File: src/rtl/core/per_byte_modular_exponentiation_core_macros.svh
// ----------------------------------------------------------------------------
// Assertion macros for the per-byte modular exponentiation core
// Implication checks on i_clk, disabled while i_rst_n is low.
// ----------------------------------------------------------------------------
`ifndef PER_BYTE_MODULAR_EXPONENTIATION_CORE_MACROS_SVH
`define PER_BYTE_MODULAR_EXPONENTIATION_CORE_MACROS_SVH

`ifndef SYNTHESIS
// Consequent must hold in the same cycle as the antecedent.
`define PME_ASSERT_SAME(lbl, ante, cons, msg) \
    lbl: assert property (@(posedge i_clk) disable iff (!i_rst_n) (ante) |-> (cons)) \
        else $error(msg);
// Consequent must hold in the cycle after the antecedent.
`define PME_ASSERT_NEXT(lbl, ante, cons, msg) \
    lbl: assert property (@(posedge i_clk) disable iff (!i_rst_n) (ante) |=> (cons)) \
        else $error(msg);
`else
`define PME_ASSERT_SAME(lbl, ante, cons, msg)
`define PME_ASSERT_NEXT(lbl, ante, cons, msg)
`endif

`endif

File: src/rtl/core/pme_pkg.sv
// ----------------------------------------------------------------------------
// pme_pkg
// Widths, codes and types shared by the modular exponentiation core.
// ----------------------------------------------------------------------------
package pme_pkg;

    localparam int MOD_BITS  = 31;
    localparam int CHAR_BITS = 8;
    localparam int ACC_BITS  = MOD_BITS + 2;
    localparam int CNT_BITS  = $clog2(MOD_BITS + 1);

    localparam logic [MOD_BITS-1:0] EXP_RESET = MOD_BITS'(1);
    localparam logic [MOD_BITS-1:0] MOD_RESET = {MOD_BITS{1'b1}};

    typedef enum logic [0:0] {
        CFG_EXPONENT = 1'b0,
        CFG_MODULUS  = 1'b1
    } t_cfg_idx;

    typedef enum logic [2:0] {
        ST_IDLE,
        ST_BASE,
        ST_STEP,
        ST_MUL,
        ST_SQR,
        ST_DONE
    } t_state;

    typedef struct packed {
        logic                go;
        logic [MOD_BITS-1:0] a;
        logic [MOD_BITS-1:0] b;
        logic [MOD_BITS-1:0] n;
    } t_mul_req;

    typedef struct packed {
        logic                done;
        logic [MOD_BITS-1:0] prod;
    } t_mul_rsp;

endpackage

File: src/rtl/core/per_byte_modular_exponentiation_core.sv
// ----------------------------------------------------------------------------
// per_byte_modular_exponentiation_core
// Raises each request byte to the configured exponent modulo the modulus.
//
//  Channel  | Ports                                   | Flow
//  ---------+-----------------------------------------+----------------------
//  request  | start, busy, i_char_code                | taken when start & !busy
//  result   | o_done, o_cipher_word                   | one-cycle strobe
//  config   | i_cfg_we, i_cfg_idx, i_cfg_data         | write on i_cfg_we
//
// Right-to-left square-and-multiply on one bit-serial modular multiplier:
// the byte is first reduced mod n, then every exponent bit up to the top set
// bit costs one squaring, and every set bit one multiply before it.
// A zero modulus skips the multiplier and goes straight to the done state.
// Reset is synchronous and active low; the result cannot be stalled.
// ----------------------------------------------------------------------------
`include "per_byte_modular_exponentiation_core_macros.svh"

module per_byte_modular_exponentiation_core
    import pme_pkg::*;
(
    input  logic                 i_clk,
    input  logic                 i_rst_n,
    input  logic                 start,
    output logic                 busy,
    input  logic [CHAR_BITS-1:0] i_char_code,
    output logic                 o_done,
    output logic [MOD_BITS-1:0]  o_cipher_word,
    input  logic                 i_cfg_we,
    input  t_cfg_idx             i_cfg_idx,
    input  logic [MOD_BITS-1:0]  i_cfg_data
);

    t_state              r_state, n_state;
    logic [MOD_BITS-1:0] r_exponent, r_modulus;
    logic [MOD_BITS-1:0] r_exp, n_exp;
    logic [MOD_BITS-1:0] r_base, n_base;
    logic [MOD_BITS-1:0] r_res, n_res;
    logic [MOD_BITS-1:0] r_word, n_word;
    logic                r_done, n_done;
    logic [MOD_BITS-1:0] w_one;
    t_mul_req            w_req;
    t_mul_rsp            w_rsp;

    assign w_one = (r_modulus == MOD_BITS'(1)) ? '0 : MOD_BITS'(1);

    always_ff @(posedge i_clk) begin
        if (!i_rst_n) begin
            r_exponent <= EXP_RESET;
            r_modulus  <= MOD_RESET;
        end else if (i_cfg_we) begin
            case (i_cfg_idx)
                CFG_EXPONENT: r_exponent <= i_cfg_data;
                CFG_MODULUS:  r_modulus  <= i_cfg_data;
                default: ;
            endcase
        end
    end

    always_ff @(posedge i_clk) begin
        if (!i_rst_n) begin
            r_state <= ST_IDLE;
            r_done  <= 1'b0;
        end else begin
            r_state <= n_state;
            r_done  <= n_done;
        end
    end

    always_ff @(posedge i_clk) begin
        r_exp  <= n_exp;
        r_base <= n_base;
        r_res  <= n_res;
        r_word <= n_word;
    end

    always_comb begin
        n_state = r_state;
        n_exp   = r_exp;
        n_base  = r_base;
        n_res   = r_res;
        n_word  = r_word;
        n_done  = 1'b0;
        w_req.go = 1'b0;
        w_req.a  = r_res;
        w_req.b  = r_base;
        w_req.n  = r_modulus;
        case (r_state)
            ST_IDLE: begin
                if (start) begin
                    n_exp = r_exponent;
                    if (r_modulus == '0) begin
                        n_res   = '0;
                        n_state = ST_DONE;
                    end else begin
                        // The byte is reduced by multiplying it with 1 mod n.
                        w_req.go = 1'b1;
                        w_req.a  = w_one;
                        w_req.b  = MOD_BITS'(i_char_code);
                        n_state  = ST_BASE;
                    end
                end
            end
            ST_BASE: begin
                if (w_rsp.done) begin
                    n_base  = w_rsp.prod;
                    n_res   = w_one;
                    n_state = ST_STEP;
                end
            end
            ST_STEP: begin
                if (r_exp == '0) begin
                    n_state = ST_DONE;
                end else if (r_exp[0]) begin
                    w_req.go = 1'b1;
                    n_state  = ST_MUL;
                end else begin
                    w_req.go = 1'b1;
                    w_req.a  = r_base;
                    n_state  = ST_SQR;
                end
            end
            ST_MUL: begin
                if (w_rsp.done) begin
                    n_res    = w_rsp.prod;
                    w_req.go = 1'b1;
                    w_req.a  = r_base;
                    n_state  = ST_SQR;
                end
            end
            ST_SQR: begin
                if (w_rsp.done) begin
                    n_base  = w_rsp.prod;
                    n_exp   = {1'b0, r_exp[MOD_BITS-1:1]};
                    n_state = ST_STEP;
                end
            end
            ST_DONE: begin
                n_done  = 1'b1;
                n_word  = r_res;
                n_state = ST_IDLE;
            end
            default: n_state = ST_IDLE;
        endcase
    end

    pme_mulmod u_mulmod (
        .i_clk   (i_clk),
        .i_rst_n (i_rst_n),
        .i_req   (w_req),
        .o_rsp   (w_rsp)
    );

    assign busy          = (r_state != ST_IDLE);
    assign o_done        = r_done;
    assign o_cipher_word = r_word;

    `PME_ASSERT_NEXT(a_accept_busy, start && !busy, busy, "request taken but core not busy")
    `PME_ASSERT_NEXT(a_exp_spent, r_state == ST_STEP && r_exp == '0, r_state == ST_DONE,
        "exponent spent but no result scheduled")
    `PME_ASSERT_SAME(a_done_idle, o_done, !busy, "result strobe while still working")

endmodule

File: src/rtl/core/pme_mulmod.sv
// ----------------------------------------------------------------------------
// pme_mulmod
// Bit-serial modular multiplier: a * b mod n, one bit of b per cycle, MSB first.
// ----------------------------------------------------------------------------
`include "per_byte_modular_exponentiation_core_macros.svh"

module pme_mulmod
    import pme_pkg::*;
(
    input  logic     i_clk,
    input  logic     i_rst_n,
    input  t_mul_req i_req,
    output t_mul_rsp o_rsp
);

    logic [MOD_BITS-1:0] r_acc, n_acc;
    logic [MOD_BITS-1:0] r_b;
    logic [MOD_BITS-1:0] r_a;
    logic [CNT_BITS-1:0] r_cnt;
    logic                r_busy;
    logic                r_done;

    logic [ACC_BITS-1:0] w_two, w_sum, w_n1, w_n2;

    // The accumulator stays below n, so 2r + a is below 3n and the right
    // remainder is picked from the candidates computed side by side.
    always_comb begin
        w_two = {1'b0, r_acc, 1'b0};
        w_n1  = {2'b00, i_req.n};
        w_n2  = {1'b0, i_req.n, 1'b0};
        w_sum = w_two + {2'b00, r_a};
        if (r_b[MOD_BITS-1]) begin
            if (w_sum >= w_n2) begin
                n_acc = MOD_BITS'(w_sum - w_n2);
            end else if (w_sum >= w_n1) begin
                n_acc = MOD_BITS'(w_sum - w_n1);
            end else begin
                n_acc = MOD_BITS'(w_sum);
            end
        end else begin
            if (w_two >= w_n1) begin
                n_acc = MOD_BITS'(w_two - w_n1);
            end else begin
                n_acc = MOD_BITS'(w_two);
            end
        end
    end

    always_ff @(posedge i_clk) begin
        if (!i_rst_n) begin
            r_busy <= 1'b0;
            r_done <= 1'b0;
            r_cnt  <= '0;
        end else begin
            r_done <= 1'b0;
            if (i_req.go) begin
                r_busy <= 1'b1;
                r_cnt  <= CNT_BITS'(MOD_BITS);
            end else if (r_busy) begin
                r_cnt <= r_cnt - CNT_BITS'(1);
                if (r_cnt == CNT_BITS'(1)) begin
                    r_busy <= 1'b0;
                    r_done <= 1'b1;
                end
            end
        end
    end

    always_ff @(posedge i_clk) begin
        if (i_req.go) begin
            r_acc <= '0;
            r_a   <= i_req.a;
            r_b   <= i_req.b;
        end else if (r_busy) begin
            r_acc <= n_acc;
            r_b   <= {r_b[MOD_BITS-2:0], 1'b0};
        end
    end

    assign o_rsp.done = r_done;
    assign o_rsp.prod = r_acc;

    `PME_ASSERT_SAME(a_go_when_free, i_req.go, !r_busy, "multiply started while busy")
    `PME_ASSERT_NEXT(a_last_bit_done, r_busy && r_cnt == CNT_BITS'(1), r_done && !r_busy,
        "multiply did not finish after its last bit")
    `PME_ASSERT_SAME(a_prod_reduced, r_done && i_req.n != '0, r_acc < i_req.n,
        "product not reduced below the modulus")

endmodule
File: config.mk
export PLATFORM = sky130hd
export DESIGN_NAME = per_byte_modular_exponentiation_core
export DESIGN_NICKNAME = d
export VERILOG_FILES = /design/src/rtl/core/pme_pkg.sv /design/src/rtl/core/per_byte_modular_exponentiation_core.sv /design/src/rtl/core/pme_mulmod.sv
export VERILOG_INCLUDE_DIRS = /design/src /design/src/rtl/core
export SDC_FILE = /design/constraint.sdc
export NUM_CORES = 1
export LEC_CHECK = 0
export ABC_CLOCK_PERIOD_IN_PS = 8450
export CAP_MARGIN = 5
export CELL_PAD_IN_SITES_DETAIL_PLACEMENT = 0
export CELL_PAD_IN_SITES_GLOBAL_PLACEMENT = 1
export CORE_AREA = 4 4 200 202
export CTS_CLUSTER_DIAMETER = 80
export DETAILED_ROUTE_END_ITERATION = 12
export DIE_AREA = 0 0 204 206
export DONT_BUFFER_PORTS = 1
export GPL_ROUTABILITY_DRIVEN = 0
export HOLD_SLACK_MARGIN = 0.15
export PLACE_DENSITY = 0.83
export SYNTH_ARGS = -nofsm -noshare
export SYNTH_HDL_FRONTEND = slang
export SYNTH_SLANG_ARGS = --single-unit
export TNS_END_PERCENT = 5
File: constraint.sdc
create_clock -name i_clk -period 8.45 [get_ports i_clk]
set_clock_uncertainty 0.05 [all_clocks]
set_input_delay 0 -clock i_clk [delete_from_list [all_inputs] [get_ports i_clk]]
set_output_delay 0 -clock i_clk [all_outputs]
set_load 0.02 [all_outputs]
# --- Yosys cells after proc, flatten, opt, wreduce, memory -nomap -nowiden ---
# Cells that the tools add are included.
classes:
  n_eq_ne: 13
  magnitude_cmp: 3
  n_reduce_logical: 15
  n_mux: 36
  add_sub_neg: 5
  bitwise: 3
ops:
  columns: ["op", "n"]
  rows:
  - ["$mux W31", 14]
  - ["$mux W63", 2]
  - ["$pmux W32 S3", 1]
  - ["$pmux W31 S3", 1]
  - ["$sub A31 B31 Y31", 3]
  - ["$mux W32", 2]
  - ["$logic_not A31 Y1", 2]
  - ["$pmux W31 S2", 1]
  - ["$add A32 B31 Y33", 1]
  - ["$ge A33 B31 Y1", 1]
  - ["$ge A33 B32 Y1", 1]
  - ["$ge A32 B31 Y1", 1]
  - ["$eq A31 B1 Y1 const B", 1]
  - ["$mux W3", 6]
  - ["$pmux W3 S4", 1]
  - ["$mux W5", 2]
  - ["$ne A2 B1 Y1 const B", 4]
  - ["$eq A3 B2 Y1 const B", 2]
  - ["$eq A3 B3 Y1 const B", 2]
  - ["$mux W1", 6]
  - ["$reduce_and A2 Y1", 3]
  - ["$reduce_and A3 Y1", 2]
  - ["$reduce_bool A3 Y1", 2]
  - ["$eq A5 B1 Y1 const B", 1]
  - ["9 further kinds", 13]
totals:
  elab_cells: 89
  output_inout_bits: 33
  reg_bits: 290

# --- Depth between registers and ports, before layout ---
# Gate-level depths: netlist (run 1).
logic_depth:
  word_depth: 6
  mapped_depth: 25
  depth_no_buf: 23

# --- Modules after synthesis ---
# From an unflattened synthesis (run 1), not the netlist that was laid out.
hier_totals:
  hier_cells: 1877
  hier_area_um2: 18291.3
modules_own_cells:
  columns: ["module", "seq_area_each_um2", "area_per_inst_um2", "cells_per_inst", "n_inst"]
  rows:
  - ["pme_mulmod", 2622.5, 10626.4, 1256, 1]
  - ["per_byte_modular_exponentiation_core", 5044.8, 7664.9, 621, 1]

# --- Least setup slack after synthesis (run 1) ---
# No wires, ideal clock.
synth_timing:
  kind: "flip-flop to flip-flop"
  start: "reg u_mulmod.r_a[4]"
  end: "reg u_mulmod.r_acc[21]"
  setup_time_ns: 0.116
  required_ns: 8.284
  path_slack_ns: 3.595
  path_stages_with_launch: 22
  arrival_ns: 4.689
  path_buffers: 2
  cell_sequence: "edfxtp_1 -> ha_1 -> and3_1 -> a221oi_1 -> a211oi_1 -> a41o_1 -> a21oi_1 -> nor2_1 -> a31oi_1 -> xnor2_1 -> ha_1 -> a21o_1 -> a21o_1 -> a21o_1 -> a21o_1 -> a221o_1 -> nor4_2 -> buf_6 -> buf_12 -> mux2_2 -> a21oi_1 -> nor2_1"
synth_between:
  elab_chain_cells: 5
  word_cells_on_any_way: 8
synth_rtl:
  columns: ["item", "line_no", "rtl"]
  rows:
  - ["from (decl)", "pme_mulmod.sv:18", "logic [MOD_BITS-1:0] r_a;"]
  - ["from (signal assigned)", "pme_mulmod.sv:72", "r_a <= i_req.a;"]
  - ["$add A32 B31 Y33 (*)", "pme_mulmod.sv:31", "w_sum = w_two + {2'b00, r_a};"]
  - ["$sub A31 B31 Y31 / $ge A33 B31 Y1 (equally long branches)", "pme_mulmod.sv:36, pme_mulmod.sv:35", null]
  - ["$mux W31", "pme_mulmod.sv:35", "end else if (w_sum >= w_n1) begin"]
  - ["$mux W31 (*)", "pme_mulmod.sv:33", "if (w_sum >= w_n2) begin"]
  - ["$mux W31 (*)", "pme_mulmod.sv:32", "if (r_b[MOD_BITS-1]) begin"]
  - ["to (signal assigned)", "pme_mulmod.sv:75", "r_acc <= n_acc;"]
  - ["to (decl)", "pme_mulmod.sv:16", "logic [MOD_BITS-1:0] r_acc, n_acc;"]
# Mark *: on every way between the ends. The rest lies on a longest branch, timed or not.
# A chain may end at the register's enable or synchronous reset.

# --- Worst setup path in the final report (run 1) ---
layout_timing:
  start: "reg u_mulmod.r_acc[3]"
  end: "reg u_mulmod.r_acc[4]"
layout_between:
  elab_chain_cells: 5
  word_cells_on_any_way: 11
layout_rtl:
  columns: ["item", "line_no"]
  rows:
  - ["$add A32 B31 Y33", "pme_mulmod.sv:31"]
  - ["$sub A31 B31 Y31 / $ge A33 B31 Y1 (equally long branches)", "pme_mulmod.sv:36, pme_mulmod.sv:35"]
  - ["$mux W31", "pme_mulmod.sv:35"]
  - ["$mux W31", "pme_mulmod.sv:33"]
  - ["$mux W31 (*)", "pme_mulmod.sv:32"]
# Marks and branches as above.

==> impl_metrics.csv, run 1 <==
group,metric,value,unit
sta,worstMarginPinSlew,1.09,ns
clocking,clock_tree_sinks,290,
synthesis,synth-main-ff-cell,"sky130_fd_sc_hd__edfxtp_1",
floorplan,die_area,0.0420,mm²
synthesis,gate_count_post_synth,1897,
power_and_ir_drop,irDropWorstVdd,0.226,mV
detailed_routing,drt_first_iter_violations,1197,
clocking,clock_latency,0.59,ns
clocking,path_clk_slew,0.06,ns
clocking,cts_hold_buffers,139,
global_route,first_global_vias,14700,
layout,layout.cells.most_common,"sky130_fd_sc_hd__nand2_1",
clocking,cts_inserted_buffers,31,
placement,dp.cells,2354,
worst_setup_path,cp_max_fo,45,
clocking,tritoncts,"yes",
detailed_routing,avgRoutedWirePerCell,20.3,µm
synthesis,number_of_flops_mapped_to_enable_cells_by_yosys,186,
worst_setup_path,required,8.87,ns
layout,antenna_cells,0,
worst_hold_path,worst_hold_path_type,"primary input to register",
synthesis,syn_area,0.0182,mm²
job,cap_viol_max_count,0,
floorplan,io_pins,77,
global_route,grt_start_max_net_pins,74,
synthesis,synth-seq-cells,290,
sta,fin_crit_sh,71.3,%
detailed_routing,drc,0,
global_route,grt_first_pass_wirelength,81.1,mm
detailed_routing,postRouteWirelength,51.7,mm
synthesis,asyncSetResetFlopFracSynth,0,%
floorplan,placement_rows,72,
floorplan,fp.coreArea,0.0383,mm²
synthesis,synthesis.area_per_instance,9.60,µm²
detailed_routing,via_per_inst,5.96,
clocking,cells_resized_by_post_cts_repair,0,
sta,period_minus_slack,6.02,ns
sta,rsz_0062_raised_after_global_routing,"no",
synthesis,ys_top_cells_by_area,"sky130_fd_sc_hd__edfxtp_1 31%, sky130_fd_sc_hd__dfxtp_1 11%, sky130_fd_sc_hd__ha_1 8.6%, sky130_fd_sc_hd__nand2_1 4.7%, sky130_fd_sc_hd__a21oi_1 4.1%",
worst_setup_path,cp_dominant_cell_by_count,"sky130_fd_sc_hd__a21o_1",
placement,port-buffer-count,0,
sta,finalMaxSlewViolations,0,
sta,relSlewSlack,27.1,%
layout,layout_common_cells,"230 x sky130_fd_sc_hd__nand2_1, 186 x sky130_fd_sc_hd__edfxtp_1, 147 x sky130_fd_sc_hd__a21oi_1",
sta,hold_violations,0,
status,status,"finished clean",
global_route,antenna_found_initial,0,
synthesis,synth-warning-count,0,
worst_setup_path,critical_path.cell_chain,"ha_1, and3_1, a221oi_1, a211oi_1, a41o_1, a21oi_1, nor2_1, a31oi_1, xnor2_1, ha_1, a21o_1, a21o_1, a21o_1, a21o_1, a221o_1, nor4_4, buf_4, mux2i_1, a221oi_1, a21o_1",
sta,finalSetupViolations,0,
floorplan,effective_utilization_at_floorplan,47.6,%
floorplan,floorplan.die.width,204,µm
worst_setup_path,timing.setup.critical_path_class,"register to register",
worst_setup_path,slowest_stage,"sky130_fd_sc_hd__a221oi_1",
worst_setup_path,arrival,6.44,ns
detailed_routing,num_vias,15200,
worst_setup_path,worst_stage_delay_on_the_critical_path,0.52,ns
clocking,max-clock-path-buffers,3,
synthesis,yosys.cell_types.count,81,
clocking,h-tree-depth,1,
sta,fmax,166,MHz
synthesis,synth_top_cell_by_area,"sky130_fd_sc_hd__edfxtp_1",
layout,finish.cell_count_without_fillers,2551,
detailed_routing,firstDrtPassIters,6,
global_route,grt_overflow,0,
synthesis,ys_seq_area_share,42.1,%
worst_setup_path,worst_setup_path_end_kind,"register",
clocking,cts_root_buffer,"sky130_fd_sc_hd__clkbuf_16",
power_and_ir_drop,leakage_power_summed_over_all_cells,8.48,nW
detailed_routing,detail-route-antenna-nets,0,
layout,final_nets,2181,
synthesis,mappedNetlistNets,2070,
synthesis,synth_largest_type_area_fraction,30.7,%
placement,dpl.hpwl,37.6,mm
layout,areaGrowthSynthToFinish,16.0,%
sta,fin_setup_tns,0,ns
clocking,post_cts.repair.setup_buffers,0,
global_route,grt.total_usage,24.0,%
layout,post_route_cells_drive_above_1_share,7.23,%
floorplan,die_y,206,µm
worst_setup_path,critPathLaunchType,"register",
power_and_ir_drop,pwr_density_cell,367,mW/mm²
==> sequential cells by signal, summed over array words and instances (netlist names), 3 cells and up <==
register / cells
r_exponent: 31
r_exp: 31
o_cipher_word: 31
r_res: 31
r_state: 3
u_mulmod.r_b: 31
u_mulmod.r_a: 31
u_mulmod.r_acc: 31
u_mulmod.r_cnt: 5
r_base: 31
r_modulus: 31
==> final timing paths <==
kind	cells after the start	end	slack (ns)	from
worst max register to register	20	u_mulmod.r_acc[4]	2.43	u_mulmod.r_acc[3]
worst min-delay path	3	u_mulmod.r_b[5]	0.17	i_char_code[5]
worst max-delay path	20	u_mulmod.r_acc[4]	2.43	u_mulmod.r_acc[3]
worst min register to register	0	o_cipher_word[24]	0.40	r_res[24]
==> critical path, delay by kind of cell (launching register included) <==
family | cells | cell delay (ns)
AOI/OAI and AO/OA | 12 | 2.98
adders and majority gates | 2 | 0.75
buffers and inverters | 1 | 0.52
and+or+nand+nor | 3 | 0.46
DFF | 1 | 0.44
muxes | 1 | 0.38
xor gates and xnor gates | 1 | 0.30
==> per-layer routing <==
| metal | vias to the layer above | GRT usage [%] | share of wire [%] |
|---|---|---|---|
| met3 | 85 | 2.68 | 5.8 |
| met4 | 0 | 5.62 | 2.7 |
| met2 | 519 | 38.1 | 44 |
| li1 | 7298 | - | - |
| met1 | 7302 | 35.6 | 48 |
| met5 | - | 0 | 0 |
==> power by group <==
part           internal [mW]  switching, mW
Sequential              1.78          0.217
Combinational           1.70           2.71
Clock                  0.747          0.590
Total                   4.23           3.52
==> cells by family after synthesis <==
family,count (synthesis),share of synthesized area (%)
mux,74,4.40
compound gates,593,21.9
simple gates,551,14.1
xor+xnor,108,5.19
flops,290,42.1
buf+inv,152,3.34
fa+ha+maj,129,9.03
==> layout make-up <==
type	count	area (µm²)
timing repair buffer	160	1570
tap	518	648
inverter	70	263
multi-input combinational	1455	9990
fill	3359	17200
clock buffer	36	805
clock inverter	22	188
sequential	290	7670
==> metrics by stage <==
stage	setup slack [ns]	util [%]	total power [mW]	cell area, µm²	hold WS (ns)
floorplan	3.60	-	5.19	18200	0.0740
global placement	2.77	48.9	6.16	18700	0.0440
detailed placement	2.60	48.9	6.22	18700	0.0490
CTS	2.57	55.2	7.63	21100	0.151
global route	2.16	55.2	8.25	21100	0.196
finish	2.43	55.2	7.75	21100	0.170
==> cells in the mapped netlist, drive strengths merged (13+ instances only) <==
| cell | number |
|---|---|
| dfxtp | 104 |
| ha | 125 |
| xnor2 | 70 |
| nand2 | 230 |
| mux2 | 48 |
| a21oi | 149 |
| inv | 70 |
| nand2b | 13 |
| a211oi | 22 |
| mux2i | 26 |
| a32o | 23 |
| a31oi | 16 |
| o21a | 14 |
| nor4 | 20 |
| o21ai | 119 |
| and3 | 19 |
| nor3 | 25 |
| o21bai | 14 |
| clkbuf | 72 |
| o211ai | 40 |
| nor2b | 19 |
| xor2 | 38 |
| and2 | 37 |
| nand3 | 48 |
| nor2 | 105 |
| a21boi | 43 |
| nand4 | 13 |
| edfxtp | 186 |
| a21o | 59 |
Note: power is estimated with default switching activity, not from simulation.
==> run 2, diff against run 1 <==
- ABC_AREA: not set -> 1
- ABC_CLOCK_PERIOD_IN_PS: 8450 -> 5900
- CORE_AREA: 4 4 200 202 -> 4 4 209 211
- DIE_AREA: 0 0 204 206 -> 0 0 213 215
- PLACE_DENSITY: 0.83 -> 0.87
- clock period: 8.45 -> 5.9 ns (I/O delays scaled with it)
==> impl_metrics.csv, run 2 <==
group,metric,value,unit
status,status,"finished clean",
clocking,max-clock-path-buffers,3,
synthesis,number_of_flops_mapped_to_enable_cells_by_yosys,186,
sta,rsz_0062_raised_after_global_routing,"no",
layout,n_fill_cell,3966,
clocking,tritoncts,"yes",
synthesis,mappedNetlistNets,2864,
power_and_ir_drop,pwr_density_cell,620,mW/mm²
synthesis,synth-seq-cells,290,
sta,finalMaxSlewViolations,0,
floorplan,die_y,215,µm
sta,hold_violations,0,
worst_setup_path,reg2reg_slack,0.79,ns
detailed_routing,postRouteWirelength,67.0,mm
power_and_ir_drop,finalPower,14.0,mW
placement,pre_cts_ws,1.02,ns
sta,period_minus_slack,5.11,ns
worst_setup_path,arrival,5.48,ns
global_route,grt.total_usage,28.6,%
global_route,grt_overflow,0,
synthesis,synthesis.area_per_instance,7.36,µm²
clocking,clock_tree_sinks,290,
global_route,first_global_vias,18000,
layout,antenna_cells,0,
synthesis,synth_largest_type_area_fraction,28.2,%
global_route,grt_start_max_net_pins,65,
synthesis,yosys.cell_count.top_type,"sky130_fd_sc_hd__nand2_1",
clocking,cts_inserted_buffers,34,
sta,fin_ws,0.789,ns
clocking,clock_latency,0.54,ns
global_route,antenna_found_initial,0,
synthesis,synth-main-ff-cell,"sky130_fd_sc_hd__edfxtp_1",
global_route,grt_first_pass_wirelength,102,mm
sta,fmax,196,MHz
sta,worstMarginPinSlew,1.14,ns
power_and_ir_drop,irDropWorstVdd,0.275,mV
worst_setup_path,critPathLaunchType,"register",
synthesis,gate_count_post_synth,2691,
synthesis,syn_area,0.0198,mm²
worst_setup_path,required,6.27,ns
floorplan,placement_rows,75,
worst_hold_path,whs_endpoint,"r_exponent[6]",
detailed_routing,avgRoutedWirePerCell,20.0,µm
sta,relSlewSlack,24.0,%
layout,final_nets,2964,
detailed_routing,drc,0,
synthesis,yosys.cell_types.count,50,
worst_hold_path,worst_hold_path.num_cells,3,
job,cap_viol_max_count,0,
worst_setup_path,worst_setup_path_end_kind,"register",
layout,areaGrowthSynthToFinish,13.6,%
clocking,cts_root_buffer,"sky130_fd_sc_hd__clkbuf_16",
worst_setup_path,regToRegEndpoint,"u_mulmod.r_acc[12]",
floorplan,die_area,0.0458,mm²
synthesis,synth-warning-count,0,
worst_setup_path,timing.setup.critical_path_class,"register to register",
power_and_ir_drop,leakage_power_summed_over_all_cells,10.4,nW
floorplan,effective_utilization_at_floorplan,47.5,%
sta,finalSetupViolations,0,
synthesis,ys_top_cells_by_area,"sky130_fd_sc_hd__edfxtp_1 28%, sky130_fd_sc_hd__nand2_1 15%, sky130_fd_sc_hd__dfxtp_1 11%, sky130_fd_sc_hd__ha_1 7.9%, sky130_fd_sc_hd__inv_1 5.8%",
detailed_routing,via_per_inst,5.68,
placement,dpl.hpwl,51.8,mm
global_route,use_met2,42.9,%
worst_setup_path,r2r_start,"u_mulmod.r_acc[0]",
sta,final.hold.worst_slack,0.169,ns
global_route,globalRouteMet1Util,41.6,%
detailed_routing,num_vias,19000,
detailed_routing,drt_first_iter_violations,1840,
layout,layout.cells.most_common,"sky130_fd_sc_hd__nand2_1",
clocking,path_clk_slew,0.06,ns
global_route,grt_util_met3,4.38,%
worst_hold_path,worst_hold_path_type,"primary input to register",
worst_hold_path,hold_path.startpoint,"i_cfg_data[6]",
layout,post_route_cells_drive_above_1_share,4.94,%
worst_setup_path,rr_worst_depth,27,
layout,layout_common_cells,"770 x sky130_fd_sc_hd__nand2_1, 304 x sky130_fd_sc_hd__inv_1, 265 x sky130_fd_sc_hd__nor2_1",
sta,fin_crit_sh,86.6,%
synthesis,asyncSetResetFlopFracSynth,0,%
placement,dp.cells,3196,
detailed_routing,firstDrtPassIters,6,
worst_setup_path,cp_max_fo,31,
sta,fin_setup_tns,0,ns
global_route,grt_most_used_layer,"met2",
clocking,h-tree-depth,2,
layout,finish.cell_count_without_fillers,3354,
synthesis,ys_seq_area_share,38.7,%
floorplan,floorplan.die.width,213,µm
floorplan,io_pins,77,
synthesis,synth_top_cell_by_area,"sky130_fd_sc_hd__edfxtp_1",
floorplan,fp.coreArea,0.0418,mm²
placement,port-buffer-count,0,
detailed_routing,detail-route-antenna-nets,0,
synthesis,ys_top_cells_by_count,"770 x sky130_fd_sc_hd__nand2_1, 304 x sky130_fd_sc_hd__inv_1, 268 x sky130_fd_sc_hd__nor2_1",
## run 2: cell count changes after synthesis, sizes merged, moves of 27 or more
cell / previous run / this run
nand2: 230 / 782
inv: 70 / 314
nor2: 105 / 277
nand3: 48 / 175
mux2: 48 / 1
a21o: 59 / 16
xnor2: 70 / 29
a21oi: 149 / 189
o21ai: 119 / 159
and2: 37 / 2
a21boi: 43 / 9
xor2: 38 / 65
## run 2: cell families (layout without fill, tap and decap cells)
kind of cell,Yosys count,after routing,synth area share (%)
AOI/OAI and AO/OA,471,471,13.4
buffers and inverters,385,509,7.66
adders and majority gates,129,129,8.30
muxes,1,1,0.0568
DFF,290,290,38.7
xor gates and xnor gates,94,94,4.15
and+or+nand+nor,1321,1321,27.7
## run 2: how the worst max path moves through the flow
stage	from	endpoint	slack [ns]	cells after the start
2_1_floorplan	r_modulus[21]	r_res[0]	1.31	9
3_3_place_gp	u_mulmod.r_acc[0]	u_mulmod.r_acc[12]	1.09	27
3_5_place_dp	u_mulmod.r_acc[0]	u_mulmod.r_acc[12]	1.02	27
4_1_cts	u_mulmod.r_acc[0]	u_mulmod.r_acc[12]	1.01	27
5_1_grt	u_mulmod.r_acc[0]	u_mulmod.r_acc[3]	0.56	27
6_report	u_mulmod.r_acc[0]	u_mulmod.r_acc[12]	0.79	27
## run 2: through the flow
step | area, µm² | util (%)
6_report | 22500 | 53.9
5_1_grt | 22500 | 53.9
4_1_cts | 22500 | 53.9
3_5_place_dp | 20500 | 49.0
3_3_place_gp | 20500 | 49.0
2_1_floorplan | 19800 | -
## run 2: what timing repair did
| action | CTS | global route |
|---|---|---|
| hold buffers | 98 | 0 |
| resized for setup | 0 | 0 |
| buffers inserted | 0 | 0 |
| setup endpoints to repair | 0 | 0 |
| hold endpoints to repair | 152 | 0 |
## run 2: metal layers
layer  part of all wire, %  up-vias  wire, µm
met4                   4.3        0      2910
met3                   9.5      127      6360
met2                    43      909     28700
met1                    43     8868     29000
met5                     0        -         0
li1                      -     9143         -
## run 2: area by class of cell
cell class,instances,area (µm²),area share (%)
sequential,290,7670,34.0
multi-input combinational,2016,10700,47.4
timing repair buffer,133,1260,5.60
clock inverter,14,121,0.539
tap,539,674,2.99
inverter,316,1190,5.28
clock buffer,46,937,4.16
## run 2: report_power, final
group          internal (mW)  leakage, nW  total (mW)  switching, mW
logic                   2.63         7.19        8.73           6.11
clock network           1.17        0.512        2.01          0.840
registers               2.88         2.65        3.22          0.349
total                   6.67         10.4        14.0           7.29
## run 2: critical path: stages, from the launching register on
cell and delay [ns]:
sky130_fd_sc_hd__dfxtp_1 0.45, sky130_fd_sc_hd__ha_1 0.25, sky130_fd_sc_hd__fa_1 0.24, sky130_fd_sc_hd__nand3_1 0.09
sky130_fd_sc_hd__nand3_1 0.20, sky130_fd_sc_hd__a21oi_1 0.14, sky130_fd_sc_hd__o21ai_0 0.49, sky130_fd_sc_hd__a21oi_1 0.16
sky130_fd_sc_hd__xnor2_1 0.56, sky130_fd_sc_hd__ha_1 0.29, sky130_fd_sc_hd__nand2_1 0.12, sky130_fd_sc_hd__nor2_2 0.14
sky130_fd_sc_hd__inv_2 0.05, sky130_fd_sc_hd__nor2_2 0.17, sky130_fd_sc_hd__and2_1 0.15, sky130_fd_sc_hd__nand2_1 0.05
sky130_fd_sc_hd__nand2_1 0.11, sky130_fd_sc_hd__nand2_1 0.06, sky130_fd_sc_hd__nand2_1 0.07, sky130_fd_sc_hd__nand2_2 0.06
sky130_fd_sc_hd__nand2_4 0.30, sky130_fd_sc_hd__inv_2 0.23, sky130_fd_sc_hd__nand2_2 0.14, sky130_fd_sc_hd__inv_4 0.10
sky130_fd_sc_hd__nand2_1 0.07, sky130_fd_sc_hd__nand3_1 0.10, sky130_fd_sc_hd__nand2_1 0.08, sky130_fd_sc_hd__nand2_1 0.04
==> run 3, diff against run 2 <==
- CORE_AREA: 4 4 209 211 -> 4 4 212 214
- DIE_AREA: 0 0 213 215 -> 0 0 216 218
- PLACE_DENSITY: 0.87 -> 0.88
- SYNTH_HIERARCHICAL: not set -> 1
==> impl_metrics.csv, run 3 <==
group,metric,value,unit
status,status,"finished clean",
global_route,antenna_found_initial,0,
floorplan,die_area,0.0471,mm²
layout,design_area,0.0233,mm²
global_route,first_global_vias,19000,
layout,post_route_cells_drive_above_1_share,4.74,%
sta,relSlewSlack,24.2,%
clocking,cts_inserted_buffers,34,
layout,fin_util,54.3,%
worst_setup_path,cp_max_fo,32,
power_and_ir_drop,clkPwrFrac,14.4,%
floorplan,floorplan.die.width,216,µm
synthesis,asyncSetResetFlopFracSynth,0,%
worst_setup_path,required,6.29,ns
global_route,grt_overflow,0,
layout,areaGrowthSynthToFinish,14.2,%
clocking,max-clock-path-buffers,3,
power_and_ir_drop,irDropWorstVdd,0.305,mV
worst_setup_path,cp_dominant_cell_by_count,"sky130_fd_sc_hd__nand3_1",
placement,dpl.hpwl,53.3,mm
clocking,cells_resized_by_post_cts_repair,0,
detailed_routing,via_per_inst,5.55,
synthesis,synth-main-ff-cell,"sky130_fd_sc_hd__edfxtp_1",
job,cap_viol_max_count,0,
clocking,clock_latency,0.54,ns
floorplan,fp.coreArea,0.0429,mm²
clocking,path_clk_slew,0.06,ns
synthesis,synthesis.area_per_instance,7.06,µm²
synthesis,syn_area,0.0204,mm²
clocking,clock_tree_sinks,290,
worst_setup_path,cp_num_buf_inv,2,
synthesis,yosys.cell_count.top_type,"sky130_fd_sc_hd__nand2_1",
floorplan,die_y,218,µm
power_and_ir_drop,finalPower,15.0,mW
power_and_ir_drop,pwr_density_cell,644,mW/mm²
worst_setup_path,worst_stage_delay_on_the_critical_path,0.48,ns
sta,finalSetupViolations,0,
synthesis,synth-warning-count,6,
layout,final_nets,3168,
synthesis,ys_top_cells_by_area,"sky130_fd_sc_hd__edfxtp_1 27%, sky130_fd_sc_hd__nand2_1 16%, sky130_fd_sc_hd__dfxtp_1 10%, sky130_fd_sc_hd__ha_1 7.7%, sky130_fd_sc_hd__inv_1 6.8%",
synthesis,gate_count_post_synth,2889,
placement,dp.cells,3435,
global_route,grt_start_max_net_pins,68,
synthesis,yosys.cell_types.count,48,
detailed_routing,detail-route-antenna-nets,0,
power_and_ir_drop,leakage_power_summed_over_all_cells,11.1,nW
layout,layout_common_cells,"862 x sky130_fd_sc_hd__nand2_1, 372 x sky130_fd_sc_hd__inv_1, 329 x sky130_fd_sc_hd__nor2_1",
layout,layout.cells.most_common,"sky130_fd_sc_hd__nand2_1",
global_route,grt_first_pass_wirelength,106,mm
synthesis,ys_seq_area_share,37.6,%
detailed_routing,drc,0,
power_and_ir_drop,pwr-share-seq,21.5,%
synthesis,synth_top_cell_by_area,"sky130_fd_sc_hd__edfxtp_1",
clocking,tritoncts,"yes",
worst_setup_path,arrival,5.55,ns
floorplan,effective_utilization_at_floorplan,47.5,%
worst_setup_path,critPathLaunchType,"register",
placement,port-buffer-count,0,
detailed_routing,drt_first_iter_violations,1891,
global_route,grt.total_usage,28.6,%
power_and_ir_drop,total_switching_power,7.91,mW
worst_setup_path,timing.setup.critical_path_class,"register to register",
worst_hold_path,worst_hold_path_type,"primary input to register",
synthesis,number_of_flops_mapped_to_enable_cells_by_yosys,186,
sta,hold_violations,0,
sta,fin_crit_sh,87.5,%
power_and_ir_drop,switching_share,52.8,%
synthesis,mappedNetlistNets,3062,
sta,period_minus_slack,5.16,ns
detailed_routing,avgRoutedWirePerCell,19.4,µm
sta,fin_setup_tns,0,ns
power_and_ir_drop,comb_power_share,64.1,%
clocking,h-tree-depth,2,
synthesis,synth-seq-cells,290,
layout,finish.cell_count_without_fillers,3605,
worst_setup_path,cp_top_family,"simple AND/OR/NAND/NOR gates",
floorplan,io_pins,77,
sta,rsz_0062_raised_after_global_routing,"no",
synthesis,ys_top_cells_by_count,"862 x sky130_fd_sc_hd__nand2_1, 372 x sky130_fd_sc_hd__inv_1, 332 x sky130_fd_sc_hd__nor2_1",
sta,fmax,194,MHz
sta,worstMarginPinSlew,1.14,ns
power_and_ir_drop,cellInternalPower,7.08,mW
detailed_routing,num_vias,20000,
worst_setup_path,worst_setup_path_end_kind,"register",
sta,finalMaxSlewViolations,0,
detailed_routing,postRouteWirelength,69.8,mm
floorplan,placement_rows,76,
placement,placement.cell_area,0.0210,mm²
synthesis,synth_largest_type_area_fraction,27.4,%
detailed_routing,firstDrtPassIters,6,
worst_setup_path,slowest_stage,"sky130_fd_sc_hd__dfxtp_1",
clocking,cts_root_buffer,"sky130_fd_sc_hd__clkbuf_16",
-- run 3: layout make-up --
class / instances / area, µm²
antenna: 2 / 5.00
clock buffer: 38 / 866
clock inverter: 21 / 268
fill: 4099 / 19600
inverter: 381 / 1430
multi-input combinational: 2141 / 10900
sequential: 290 / 7670
tap: 585 / 732
timing repair buffer: 147 / 1390
-- run 3: tightest hold or removal path, cell delays in order --
cell and delay (ns):
sky130_fd_sc_hd__dlygate4sd3_1 0.55, sky130_fd_sc_hd__nor2_1 0.05, sky130_fd_sc_hd__nor2_1 0.09
-- run 3: worst paths after layout --
kind,cells after the start,from,endpoint,slack (ns)
min,3,i_cfg_data[5],r_exponent[5],0.15
max reg2reg,25,u_mulmod/r_acc[0],u_mulmod/r_acc[25],0.74
max,25,u_mulmod/r_acc[0],u_mulmod/r_acc[25],0.74
min reg2reg,0,r_res[0],o_cipher_word[0],0.40
-- run 3: cell families (layout without fill, tap and decap cells) --
family	Yosys count	after routing	synth area share, %
compound gates	402	402	11.0
xor+xnor	80	80	3.44
fa+ha+maj	129	129	8.06
buf+inv	458	587	9.01
flops	290	290	37.6
other cells	0	2	0
simple gates	1530	1530	30.9
-- run 3: repair_timing --
action,CTS,global route
hold endpoints to repair,84,0
hold buffers,109,0
setup buffers,0,0
endpoints found under the setup margin,0,0
-- run 3: through the flow --
step | worst slack [ns] | hold WS (ns)
floorplan | 2.22 | 0.0610
global placement | 0.944 | 0.0503
detailed placement | 0.973 | 0.0541
CTS | 0.919 | 0.151
global route | 0.586 | 0.157
finish | 0.737 | 0.150
-- run 3: per-layer routing --
metal | share of wire, % | GRT usage, % | up-vias
li1 | - | - | 9608
met1 | 42 | 37.6 | 9342
met2 | 46 | 47.4 | 878
met3 | 7.9 | 4.29 | 176
met4 | 4.9 | 11.6 | 0
met5 | 0 | 0 | -
-- run 3: power by group through the flow --
stage               logic (mW)  clock network [mW]  registers (mW)
floorplan                 6.62                   0            3.14
finish                    9.61                2.15            3.23
global route              10.5                2.27            3.27
detailed placement        9.18                   0            3.24
CTS                       9.30                2.18            3.21
global placement          9.16                   0            3.23
